<file path="config.mk">
export PLATFORM = sky130hd
export DESIGN_NAME = roll_rate_law_with_bank_protection
export DESIGN_NICKNAME = d
export VERILOG_FILES = /design/src/rtl/rrl_pkg.sv /design/src/rtl/rrl_front.sv /design/src/rtl/rrl_div.sv /design/src/rtl/rrl_back.sv /design/src/rtl/roll_rate_law_with_bank_protection.sv
export VERILOG_INCLUDE_DIRS = /design/src /design/src/rtl
export SDC_FILE = /design/constraint.sdc
export NUM_CORES = 2
export LEC_CHECK = 0
export ABC_AREA = 1
export CORE_AREA = 2 2 393 395
export DETAILED_ROUTE_END_ITERATION = 10
export DIE_AREA = 0 0 395 397
export DONT_BUFFER_PORTS = 1
export PLACE_DENSITY = 0.61
export SLEW_MARGIN = 30
export SYNTH_ARGS = -nofsm -noshare
export SYNTH_HDL_FRONTEND = slang
export SYNTH_HIERARCHICAL = 1
export SYNTH_SLANG_ARGS = --single-unit
</file>
<file path="constraint.sdc">
create_clock -name clk -period 7.9 [get_ports clk]
set_input_delay 1.185 -clock clk [delete_from_list [all_inputs] [get_ports clk]]
set_output_delay 1.185 -clock clk [all_outputs]
set_load 0.05 [all_outputs]
</file>
<file path="src/rtl/roll_rate_law_with_bank_protection_assert.svh">
// Assertion macros for the roll rate law block.
// Used by the top level; expects clk and rst_n in scope.
`ifndef ROLL_RATE_LAW_WITH_BANK_PROTECTION_ASSERT_SVH
`define ROLL_RATE_LAW_WITH_BANK_PROTECTION_ASSERT_SVH

// cond must hold whenever trig holds
`define RRL_ASSERT_IMPL(lbl, trig, cond) \
    lbl: assert property (@(posedge clk) disable iff (!rst_n) (trig) |-> (cond)) \
        else $error("rrl assertion failed");

// trig is followed by cond, delayed by n
`define RRL_ASSERT_DELAY(lbl, trig, n, cond) \
    lbl: assert property (@(posedge clk) disable iff (!rst_n) (trig) |-> ##n (cond)) \
        else $error("rrl assertion failed");

`endif

</file>
<file path="src/rtl/rrl_pkg.sv">
// Shared types and constants of the roll rate law block.
// No dependencies; imported by every rtl module.
package rrl_pkg;

    // register indexes on the config port
    localparam logic [2:0] REG_RATE_PER_DEFL = 3'd0;
    localparam logic [2:0] REG_RESTORING     = 3'd1;
    localparam logic [2:0] REG_CLAMP         = 3'd2;
    localparam logic [2:0] REG_MAX_BANK      = 3'd3;
    localparam logic [2:0] REG_NOMINAL       = 3'd4;
    localparam logic [2:0] REG_RATE_GAIN     = 3'd5;

    localparam logic [14:0] RST_RATE_PER_DEFL = 15'd1229;
    localparam logic [14:0] RST_RESTORING     = 15'd715;
    localparam logic [14:0] RST_CLAMP         = 15'd8579;
    localparam logic [14:0] RST_MAX_BANK      = 15'd9580;
    localparam logic [14:0] RST_NOMINAL       = 15'd4718;
    localparam logic [15:0] RST_RATE_GAIN     = 16'd2560;

    localparam logic [1:0] MODE_NONE     = 2'd0;
    localparam logic [1:0] MODE_OVERBANK = 2'd1;
    localparam logic [1:0] MODE_LIMITED  = 2'd2;
    localparam logic [1:0] MODE_NOMINAL  = 2'd3;

    // divider: 15 quotient bits, 3 per stage
    localparam int DIV_BITS   = 15;
    localparam int DIV_STEPS  = 3;
    localparam int DIV_STAGES = DIV_BITS / DIV_STEPS;
    // two front stages, divider, three back stages
    localparam int LATENCY    = 5 + DIV_STAGES;

    typedef struct packed {
        logic signed [15:0] stick;
        logic signed [15:0] bank_angle;
        logic signed [15:0] body_roll_rate;
    } frame_t;

    typedef struct packed {
        logic signed [15:0] aileron;
        logic signed [15:0] target_rate;
        logic [1:0]         protection_mode;
    } result_t;

    typedef struct packed {
        logic [14:0] rate_per_deflection;
        logic [14:0] restoring_rate;
        logic [14:0] clamp_angle;
        logic [14:0] max_bank;
        logic [14:0] nominal_bank;
        logic [15:0] rate_gain;
    } cfg_t;

    // decisions made up front that ride along with the divide
    typedef struct packed {
        logic signed [15:0] request;
        logic signed [15:0] body;
        logic               bank_pos;
        logic               bank_neg;
        logic               overbank;
        logic               in_zone;
        logic               centred;
    } side_t;

    typedef struct packed {
        logic        valid;
        logic [29:0] num;
        logic [14:0] den;
        side_t       side;
    } div_in_t;

    typedef struct packed {
        logic        valid;
        logic [14:0] quot;
        side_t       side;
    } div_out_t;

endpackage

</file>
<file path="src/rtl/rrl_front.sv">
// Front stages: stick scaling, bank magnitude, protection zone decode and
// the numerator product for the rate limit. Depends on rrl_pkg.
module rrl_front (
    input  logic            clk,
    input  logic            rst_n,
    input  logic            start,
    input  rrl_pkg::frame_t frame,
    input  rrl_pkg::cfg_t   cfg,
    output rrl_pkg::div_in_t div_in
);
    import rrl_pkg::*;

    // stage A
    logic signed [15:0] rpd_s;
    logic signed [31:0] scaled;
    logic signed [31:0] rounded;
    logic signed [16:0] bank_ext;
    logic signed [16:0] bank_abs;

    logic               a_valid_reg;
    logic signed [15:0] a_req_reg, a_req_next;
    logic [15:0]        a_abank_reg, a_abank_next;
    logic               a_pos_reg, a_neg_reg, a_szero_reg;
    logic signed [15:0] a_body_reg;

    // stage B
    logic        overbank, above_clamp, above_nom, req_pos, req_neg, toward;
    logic [15:0] diff;
    logic        b_valid_reg;
    div_in_t     div_in_reg, div_in_next;

    assign rpd_s    = $signed({1'b0, cfg.rate_per_deflection});
    assign scaled   = rpd_s * frame.stick;
    assign rounded  = scaled + 32'sd16384;
    assign a_req_next = rounded[30:15];   // rounded to nearest (ties up), fits 16 bits

    assign bank_ext = {frame.bank_angle[15], frame.bank_angle};
    assign bank_abs = frame.bank_angle[15] ? -bank_ext : bank_ext;
    assign a_abank_next = bank_abs[15:0];

    always_ff @(posedge clk or negedge rst_n)
    begin
        if (!rst_n)
        begin
            a_valid_reg <= 1'b0;
        end
        else
        begin
            a_valid_reg <= start;
        end
    end

    always_ff @(posedge clk)
    begin
        a_req_reg   <= a_req_next;
        a_abank_reg <= a_abank_next;
        a_pos_reg   <= !frame.bank_angle[15] && (frame.bank_angle != 16'sd0);
        a_neg_reg   <= frame.bank_angle[15];
        a_szero_reg <= (frame.stick == 16'sd0);
        a_body_reg  <= frame.body_roll_rate;
    end

    always_comb
    begin
        overbank    = a_abank_reg >= {1'b0, cfg.max_bank};
        above_clamp = a_abank_reg >  {1'b0, cfg.clamp_angle};
        above_nom   = a_abank_reg >  {1'b0, cfg.nominal_bank};
        req_neg     = a_req_reg[15];
        req_pos     = !a_req_reg[15] && (a_req_reg != 16'sd0);
        // request rolls further into the bank
        toward      = (a_pos_reg && req_neg) || (a_neg_reg && req_pos) ||
                      (!a_pos_reg && !a_neg_reg && !req_pos && !req_neg);
        diff        = a_abank_reg - {1'b0, cfg.clamp_angle};

        div_in_next.valid = a_valid_reg;
        // only meaningful inside the zone, where diff and quotient fit 15 bits
        div_in_next.num   = {15'd0, diff[14:0]} * {15'd0, cfg.rate_per_deflection};
        div_in_next.den   = cfg.max_bank - cfg.clamp_angle;
        div_in_next.side.request  = a_req_reg;
        div_in_next.side.body     = a_body_reg;
        div_in_next.side.bank_pos = a_pos_reg;
        div_in_next.side.bank_neg = a_neg_reg;
        div_in_next.side.overbank = overbank;
        div_in_next.side.in_zone  = !overbank && above_clamp && toward && !a_szero_reg;
        div_in_next.side.centred  = above_nom && a_szero_reg;
    end

    always_ff @(posedge clk or negedge rst_n)
    begin
        if (!rst_n)
        begin
            b_valid_reg <= 1'b0;
        end
        else
        begin
            b_valid_reg <= div_in_next.valid;
        end
    end

    always_ff @(posedge clk)
    begin
        div_in_reg <= div_in_next;
    end

    // the valid bit comes from the reset flop
    always_comb
    begin
        div_in       = div_in_reg;
        div_in.valid = b_valid_reg;
    end

endmodule

</file>
<file path="src/rtl/rrl_div.sv">
// Pipelined restoring divider for the rate limit, DIV_STEPS quotient bits
// per stage. Depends on rrl_pkg.
module rrl_div (
    input  logic              clk,
    input  logic              rst_n,
    input  rrl_pkg::div_in_t  div_in,
    output rrl_pkg::div_out_t div_out
);
    import rrl_pkg::*;

    logic [DIV_STAGES-1:0] v_reg, v_next;
    logic [14:0] rem_reg [DIV_STAGES];
    logic [14:0] rem_next[DIV_STAGES];
    logic [14:0] low_reg [DIV_STAGES];
    logic [14:0] low_next[DIV_STAGES];
    logic [14:0] q_reg   [DIV_STAGES];
    logic [14:0] q_next  [DIV_STAGES];
    logic [14:0] den_reg [DIV_STAGES];
    logic [14:0] den_next[DIV_STAGES];
    side_t       side_reg [DIV_STAGES];
    side_t       side_next[DIV_STAGES];

    always_comb
    begin
        logic [14:0] rem;
        logic [14:0] low;
        logic [14:0] q;
        logic [14:0] d;
        logic [15:0] t;
        for (int s = 0; s < DIV_STAGES; s++)
        begin
            if (s == 0)
            begin
                v_next[s]    = div_in.valid;
                rem          = div_in.num[29:15];
                low          = div_in.num[14:0];
                q            = 15'd0;
                d            = div_in.den;
                side_next[s] = div_in.side;
            end
            else
            begin
                v_next[s]    = v_reg[s-1];
                rem          = rem_reg[s-1];
                low          = low_reg[s-1];
                q            = q_reg[s-1];
                d            = den_reg[s-1];
                side_next[s] = side_reg[s-1];
            end
            for (int k = 0; k < DIV_STEPS; k++)
            begin
                t = {rem, low[14]};
                if (t >= {1'b0, d})
                begin
                    rem = 15'(t - {1'b0, d});
                    q   = {q[13:0], 1'b1};
                end
                else
                begin
                    rem = t[14:0];
                    q   = {q[13:0], 1'b0};
                end
                low = {low[13:0], 1'b0};
            end
            rem_next[s] = rem;
            low_next[s] = low;
            q_next[s]   = q;
            den_next[s] = d;
        end
    end

    always_ff @(posedge clk or negedge rst_n)
    begin
        if (!rst_n)
        begin
            v_reg <= '0;
        end
        else
        begin
            v_reg <= v_next;
        end
    end

    always_ff @(posedge clk)
    begin
        for (int s = 0; s < DIV_STAGES; s++)
        begin
            rem_reg[s]  <= rem_next[s];
            low_reg[s]  <= low_next[s];
            q_reg[s]    <= q_next[s];
            den_reg[s]  <= den_next[s];
            side_reg[s] <= side_next[s];
        end
    end

    assign div_out.valid = v_reg[DIV_STAGES-1];
    assign div_out.quot  = q_reg[DIV_STAGES-1];
    assign div_out.side  = side_reg[DIV_STAGES-1];

endmodule

</file>
<file path="src/rtl/rrl_back.sv">
// Back stages: protection select, rate error, gain multiply, rounding and
// aileron saturation. Depends on rrl_pkg.
module rrl_back (
    input  logic              clk,
    input  logic              rst_n,
    input  rrl_pkg::div_out_t div_out,
    input  rrl_pkg::cfg_t     cfg,
    output logic              done,
    output rrl_pkg::result_t  result
);
    import rrl_pkg::*;

    // stage C
    logic signed [15:0] limit, mag, req, restore, target;
    logic [1:0]         mode;
    logic               c_valid_reg;
    logic signed [16:0] c_err_reg, c_err_next;
    logic signed [15:0] c_target_reg;
    logic [1:0]         c_mode_reg;

    // stage D
    logic signed [16:0] gain_s;
    logic               d_valid_reg;
    logic signed [33:0] d_prod_reg, d_prod_next;
    logic signed [15:0] d_target_reg;
    logic [1:0]         d_mode_reg;

    // stage E
    logic signed [34:0] rounded;
    logic signed [27:0] shifted;
    logic signed [15:0] ail;
    logic               done_reg;
    result_t            result_reg;

    always_comb
    begin
        req     = div_out.side.request;
        limit   = $signed({1'b0, cfg.rate_per_deflection}) - $signed({1'b0, div_out.quot});
        mag     = req[15] ? -req : req;
        if (div_out.side.bank_pos)
        begin
            restore = $signed({1'b0, cfg.restoring_rate});
        end
        else if (div_out.side.bank_neg)
        begin
            restore = -$signed({1'b0, cfg.restoring_rate});
        end
        else
        begin
            restore = 16'sd0;
        end

        if (div_out.side.overbank)
        begin
            target = restore;
            mode   = MODE_OVERBANK;
        end
        else if (div_out.side.in_zone)
        begin
            mode = MODE_LIMITED;
            if (mag > limit)
            begin
                target = req[15] ? -limit : limit;
            end
            else
            begin
                target = req;
            end
        end
        else if (div_out.side.centred)
        begin
            target = restore;
            mode   = MODE_NOMINAL;
        end
        else
        begin
            target = req;
            mode   = MODE_NONE;
        end
        c_err_next = {target[15], target} - {div_out.side.body[15], div_out.side.body};
    end

    assign gain_s      = $signed({1'b0, cfg.rate_gain});
    assign d_prod_next = c_err_reg * gain_s;

    always_comb
    begin
        rounded = {d_prod_reg[33], d_prod_reg} + 35'sd64;
        shifted = rounded[34:7];
        if (shifted > 28'sd16384)
        begin
            ail = 16'sd16384;
        end
        else if (shifted < -28'sd16384)
        begin
            ail = -16'sd16384;
        end
        else
        begin
            ail = shifted[15:0];
        end
    end

    always_ff @(posedge clk or negedge rst_n)
    begin
        if (!rst_n)
        begin
            c_valid_reg <= 1'b0;
            d_valid_reg <= 1'b0;
            done_reg    <= 1'b0;
        end
        else
        begin
            c_valid_reg <= div_out.valid;
            d_valid_reg <= c_valid_reg;
            done_reg    <= d_valid_reg;
        end
    end

    always_ff @(posedge clk)
    begin
        c_err_reg    <= c_err_next;
        c_target_reg <= target;
        c_mode_reg   <= mode;
        d_prod_reg   <= d_prod_next;
        d_target_reg <= c_target_reg;
        d_mode_reg   <= c_mode_reg;
        result_reg.aileron         <= ail;
        result_reg.target_rate     <= d_target_reg;
        result_reg.protection_mode <= d_mode_reg;
    end

    assign done   = done_reg;
    assign result = result_reg;

endmodule

</file>
<file path="src/rtl/roll_rate_law_with_bank_protection.sv">
// Top level of the roll rate law with bank protection: config registers,
// front, divider and back pipeline. Depends on rrl_pkg and the assert header.
//
//   channel  | signals                              | handshake
//   ---------+--------------------------------------+---------------------------
//   frame in | start, busy, frame                   | word taken when start & !busy
//   result   | done, result                         | word valid for one cycle
//   config   | cfg_valid, cfg_ready, cfg_index/data | write when valid & ready
//
// One frame per cycle; busy and cfg_ready are constant, nothing backs up.
// The pipeline, whose depth is LATENCY in rrl_pkg, has two front stages, five divider
// stages (15 quotient bits, three per stage) and three back stages.
// rst_n clears the valid bits and loads the config defaults.
// The receiver cannot stall, so no stage ever holds.
module roll_rate_law_with_bank_protection (
    input  logic             clk,
    input  logic             rst_n,
    input  logic             start,
    output logic             busy,
    input  rrl_pkg::frame_t  frame,
    output logic             done,
    output rrl_pkg::result_t result,
    input  logic             cfg_valid,
    output logic             cfg_ready,
    input  logic [2:0]       cfg_index,
    input  logic [15:0]      cfg_data
);
    import rrl_pkg::*;

    cfg_t     cfg_reg;
    div_in_t  div_in;
    div_out_t div_out;

    assign busy      = 1'b0;
    assign cfg_ready = 1'b1;

    always_ff @(posedge clk or negedge rst_n)
    begin
        if (!rst_n)
        begin
            cfg_reg.rate_per_deflection <= RST_RATE_PER_DEFL;
            cfg_reg.restoring_rate      <= RST_RESTORING;
            cfg_reg.clamp_angle         <= RST_CLAMP;
            cfg_reg.max_bank            <= RST_MAX_BANK;
            cfg_reg.nominal_bank        <= RST_NOMINAL;
            cfg_reg.rate_gain           <= RST_RATE_GAIN;
        end
        else if (cfg_valid && cfg_ready)
        begin
            case (cfg_index)
                REG_RATE_PER_DEFL: cfg_reg.rate_per_deflection <= cfg_data[14:0];
                REG_RESTORING:     cfg_reg.restoring_rate      <= cfg_data[14:0];
                REG_CLAMP:         cfg_reg.clamp_angle         <= cfg_data[14:0];
                REG_MAX_BANK:      cfg_reg.max_bank            <= cfg_data[14:0];
                REG_NOMINAL:       cfg_reg.nominal_bank        <= cfg_data[14:0];
                REG_RATE_GAIN:     cfg_reg.rate_gain           <= cfg_data;
                default:           ;
            endcase
        end
    end

    rrl_front u_front (
        .clk    (clk),
        .rst_n  (rst_n),
        .start  (start && !busy),
        .frame  (frame),
        .cfg    (cfg_reg),
        .div_in (div_in)
    );

    rrl_div u_div (
        .clk     (clk),
        .rst_n   (rst_n),
        .div_in  (div_in),
        .div_out (div_out)
    );

    rrl_back u_back (
        .clk     (clk),
        .rst_n   (rst_n),
        .div_out (div_out),
        .cfg     (cfg_reg),
        .done    (done),
        .result  (result)
    );

`include "roll_rate_law_with_bank_protection_assert.svh"

    `RRL_ASSERT_DELAY(a_word_out, start && !busy, LATENCY, done)
    `RRL_ASSERT_IMPL(a_no_spurious, done, $past(start && !busy, LATENCY))
    `RRL_ASSERT_IMPL(a_ail_sat, done,
        result.aileron <= 16'sd16384 && result.aileron >= -16'sd16384)
    `RRL_ASSERT_IMPL(a_overbank_rate, done && result.protection_mode == MODE_OVERBANK,
        result.target_rate == $signed({1'b0, cfg_reg.restoring_rate}) ||
        result.target_rate == -$signed({1'b0, cfg_reg.restoring_rate}) ||
        result.target_rate == 16'sd0)

endmodule
</file>
### Yosys cells after proc, flatten, opt, wreduce, memory -nomap -nowiden

Memories as Yosys holds them, arrays and structs flattened.
Cells that the tools add are included.

| cells by class | value |
|---|---|
| equal/unequal tests | 5 |
| shifts and indexed selects | 0 |
| bitwise gates (word level) | 0 |
| mux-type cells | 42 |
| reductions and logical operators | 31 |
| $lt $le $gt $ge | 21 |
| add/subtract/negate cells | 25 |
| $mul | 3 |
| divide/modulo/power cells | 0 |

Operators by type and width:

| cell | count |
|---|---|
| $ge A16 B15 Y1 | 16 |
| $sub A15 B15 Y15 | 17 |
| $mux W15 | 16 |
| $mux W16 | 9 |
| $neg A16 Y16 | 3 |
| $add A34 B8 Y35 const B | 1 |
| $mul A17 B17 Y34 | 1 |
| $gt A16 B15 Y1 | 2 |
| $reduce_bool A16 Y1 | 2 |
| $add A31 B16 Y31 const B | 1 |
| $mul A16 B16 Y31 | 1 |
| $mul A15 B15 Y30 | 1 |
| $gt A28 B16 Y1 const B | 1 |
| $lt A28 B15 Y1 const B | 1 |
| $sub A16 B16 Y17 | 1 |
| $gt A16 B16 Y1 | 1 |
| $logic_not A16 Y1 | 1 |
| $neg A15 Y16 | 1 |
| $sub A15 B15 Y16 | 1 |
| $mux W1 | 15 |
| $reduce_and A2 Y1 | 6 |
| $logic_and A1 B1 Y1 | 11 |
| $logic_not A1 Y1 | 7 |
| $eq A3 B2 Y1 const B | 2 |
| 6 further kinds | 9 |

| word-level totals | value |
|---|---|
| word-level logic and storage cells | 170 |
| output and inout port bits | 37 |
| bits in latches | 0 |
| bits in writable memories | 470 |
| memories kept | 5 |
| input port bits | 71 |
| bits in registers | 355 |
| bits in read-only memories | 0 |

Memory list:

| name | depth | bits a word | read ports | clocked after memory_dff | write ports | RTL line | source |
|---|---|---|---|---|---|---|---|
| u_div.side_reg | 5 | 37 | 5 | 0 | 5 | rrl_div.sv:20 | `side_t side_reg [DIV_STAGES];` |
| u_div.den_reg | 5 | 15 | 4 | 0 | 5 | rrl_div.sv:18 | `logic [14:0] den_reg [DIV_STAGES];` |
| u_div.q_reg | 5 | 15 | 5 | 0 | 5 | rrl_div.sv:16 | `logic [14:0] q_reg [DIV_STAGES];` |
| u_div.rem_reg | 5 | 15 | 4 | 0 | 5 | rrl_div.sv:12 | `logic [14:0] rem_reg [DIV_STAGES];` |
| u_div.low_reg | 5 | 12 | 4 | 0 | 5 | rrl_div.sv:14 | `logic [14:0] low_reg [DIV_STAGES];` |

### Depth between registers and ports, before layout

| logic depth | value |
|---|---|
| depth after elaboration | 8 |
| gate-level depth with buffers | 43 |
| depth with buffers taken out | 43 |

### By module

Netlist, hierarchy kept.

By module, submodules not included:

| module | instances | area an instance (µm²) | cells each |
|---|---|---|---|
| rrl_front | 1 | 21,593.2 | 2,779 |
| rrl_div | 1 | 20,847.5 | 2,667 |
| rrl_back | 1 | 17,769.5 | 2,353 |
| roll_rate_law_with_bank_protection | 1 | 3,628.5 | 409 |

### Worst setup path after synthesis

OpenSTA, ideal clock, no wires.

| timing path | value |
|---|---|
| path kind | register -> register |
| start | reg cfg_reg[53] in the netlist's numbering |
| end | reg u_front.div_in_reg, in the netlist u_front/div_in[69] |
| stages on the path, launching flop included | 31 |
| arrival | 6.231 ns |
| buffers on the path | 1 |
| setup slack | 1.549 ns |
| data required time | 7.780 ns |
| setup time | 0.120 ns |
| clock period less this slack | 6.351 ns |
| cells stage by stage | dfstp_2 > inv_1 > ha_1 > nand2_1 > inv_1 > a21oi_1 > nand2_1 > or2_2 > clkbuf_1 > nand2_2 > nor2_1 > fa_1 > inv_1 > fa_1 > inv_1 > fa_1 > inv_1 > fa_1 > inv_1 > fa_1 > inv_1 > fa_1 > inv_1 > ha_1 > a21oi_1 > nor2_1 > nor2_1 > nand3_1 > nand2_1 > nand2_1 > xor2_1 |

RTL lines:

| item | RTL line | source |
|---|---|---|
| start: declaration | roll_rate_law_with_bank_protection.sv:30 | `cfg_t cfg_reg;` |
| end signal: assignment | rrl_front.sv:102 | `div_in_reg <= div_in_next;` |
| end: declaration | rrl_front.sv:30 | `div_in_t div_in_reg, div_in_next;` |

==> flow_metrics.tcl <==
set metrics [dict create \
    initial_core_util 0.4173 \
    synth_cells 8208 \
    synth_warnings 6 \
    fp.dieArea_mm2 0.1568 \
    synth-main-ff-cell "dfxtp_1" \
    tns_ns 0 \
    maxSlewHeadroom 0.4047 \
    cpMaxStageDelayCell "fa_1" \
    vias_per_cell 4.992 \
    yosys_register_bits 729 \
    fmax_ghz 0.1387 \
    r2r_end "u_front/div_in[79]$_DFF_P_" \
    r2r.worst_path.cells 28 \
    gp_congestion 0.9357 \
    setup_violations 0 \
    drtIter0Drc 3288 \
    end_kind "flop" \
    h-tree-depth 3 \
    io_buffers 0 \
    finalCritPeriodShare 0.9127 \
    critPathTopFamily "adder cells" \
    startpoint_type "flop" \
    status "finished clean" \
    synth_top_area_frac 0.2013 \
    yosys.area.top_type "fa_1" \
    ctsLongestPathBuffers 3 \
    cts_setup_buffers 0 \
    hold_viol 0 \
    wl_per_cell_um 16.88 \
    worst-setup-path-type "reg2reg" \
    dr_total_vias 50980 \
    rrSetupSlack_ns 0.69 \
    path_buf_inv 6 \
    synth_area_leaders "fa_1 20%, dfxtp_1 20%, ha_1 12%" \
    grt_pass1_vias 51010 \
    drv_cap 0 \
    antenna_found_initial 10 \
    drcViolationCount 0 \
    clkTransAtPathRegs_ns 0.06 \
    skew_ns 0.06068 \
    synth_nets 9545 \
    arrival_ns 7.80 \
    cp.depth 28 \
    cts_tree "done" \
    final_nets 9444 \
    cts_resized 0 \
    grt_pass1_wl_um 275600 \
    die_h_um 397 \
    finalCriticalPeriod_ns 7.211 \
    cts_buffers 77 \
    fillers 15310 \
    synth_edf_count 0 \
    cts_root_buf "clkbuf_16" \
    synth.distinct_cells 68 \
    coreArea_mm2 0.1530 \
    clock_latency_ns 0.71 \
    grt_max_degree 102 \
    worst_pin_slew_ns 0.8920 \
    dr.pass1.iters 7 \
    placementRows 144 \
    yosysSeqAreaShare 0.2372 \
    cts_sinks 729 \
    overflow 0 \
    reg2reg_from "cfg_reg[53]$_DFFE_PN1P_" \
    syn_area_per_cell_um2 7.778 \
    dp_hpwl_um 142200 \
    drive_gt1_frac 0.04139 \
    setup.worst_path.start "cfg_reg[53]$_DFFE_PN1P_" \
    synthTopCellsByCount "2,038 x nand2_1, 1,591 x inv_1, 642 x fa_1" \
    crit_path_max_incr_delay_ns 0.54 \
    maxSlewViolCount 0 \
    largest_reg_flops 185 \
    crit_required_ns 8.48 \
    hp-class "in2async" \
    io_pins 108 \
    rsz0062_at_grt "false" \
    track_usage 0.2198 \
    holdBufCountCts 0 \
    synthArstFlopShare 0.1385 \
    cp_max_fo 8 \
    routed_wl_um 172400 \
    netlist_area_mm2 0.06384 \
    die_w_um 395 \
    yosysMostFrequentCell "nand2_1" \
    ant_nets 0 \
    syn_to_final_growth_pct 7.173 \
    fin_hold_ws_ns 0.1906 \
]
[per-stage QoR]
| step | cells | setup slack (ns) | utilization | instance area (um2) |
|---|---|---|---|---|
| floorplan | 8208 | 1.549 | - | 63840 |
| global placement | 10070 | 0.7765 | 0.4295 | 65700 |
| detailed placement | 10070 | 0.7013 | 0.4295 | 65700 |
| CTS | 10210 | 0.6647 | 0.4473 | 68420 |
| global route | 10210 | 0.2213 | 0.4473 | 68420 |
| finish | 10210 | 0.6893 | 0.4473 | 68420 |
[logic make-up (layout without fill, tap and decap cells)]
| group | Yosys count | count (layout) | share of synthesized area |
|---|---|---|---|
| and+or+nand+nor | 3230 | 3230 | 0.2128 |
| buffers and inverters | 1829 | 1788 | 0.1101 |
| adders and majority gates | 1266 | 1266 | 0.3236 |
| AOI/OAI and AO/OA | 829 | 829 | 0.07166 |
| DFF | 729 | 729 | 0.2372 |
| xor gates and xnor gates | 321 | 321 | 0.04416 |
| other | 2 | 3 | 0.0001176 |
| muxes | 2 | 2 | 0.0003528 |
[how the worst max path moves through the flow]
stage | endpoint | slack (ns)
finish | u_front/div_in[79]$_DFF_P_ | 0.69
global route | u_front/div_in[79]$_DFF_P_ | 0.22
CTS | u_front/div_in[79]$_DFF_P_ | 0.66
detailed placement | u_front/div_in[79]$_DFF_P_ | 0.70
global placement | u_front/div_in[81]$_DFF_P_ | 0.78
floorplan | u_front/div_in[69]$_DFF_P_ | 1.55
[final cells by class]
cell class	count	area, um2	area share
antenna	1	2.502	0.00003658
clock buffer	90	2066	0.03019
clock inverter	49	650.6	0.009510
inverter	1613	6057	0.08853
multi-input combinational	5650	41670	0.6091
sequential	729	15140	0.2213
tap	2044	2557	0.03738
timing repair buffer	36	270.3	0.003950
[metal layers]
metal  GRT usage  part of all wire
met2      0.3648              0.46
met5           0                 0
met4     0.05739             0.023
met1      0.3031              0.47
met3     0.02707             0.049
[layout by cell type (no fill, tap or decap), drive strengths merged, types with 20 or more instances in the layout]
cell type | synthesis | final
a21o | 25 | 25
a21oi | 404 | 404
buf | 61 | 36
clkbuf | 155 | 90
clkinv | 4 | 23
dfrtp | 68 | 68
dfstp | 33 | 33
dfxtp | 628 | 628
fa | 642 | 642
ha | 624 | 624
inv | 1609 | 1624
nand2 | 2063 | 2063
nand3 | 368 | 368
nand3b | 20 | 20
nand4 | 109 | 109
nor2 | 535 | 535
nor3 | 87 | 87
nor4 | 27 | 27
o21ai | 275 | 275
o21bai | 34 | 34
xnor2 | 125 | 125
xor2 | 196 | 196
Power is left out: the tool's default activity adds up to more than one toggle a clock period on the data nets, which glitch-free logic cannot reach.
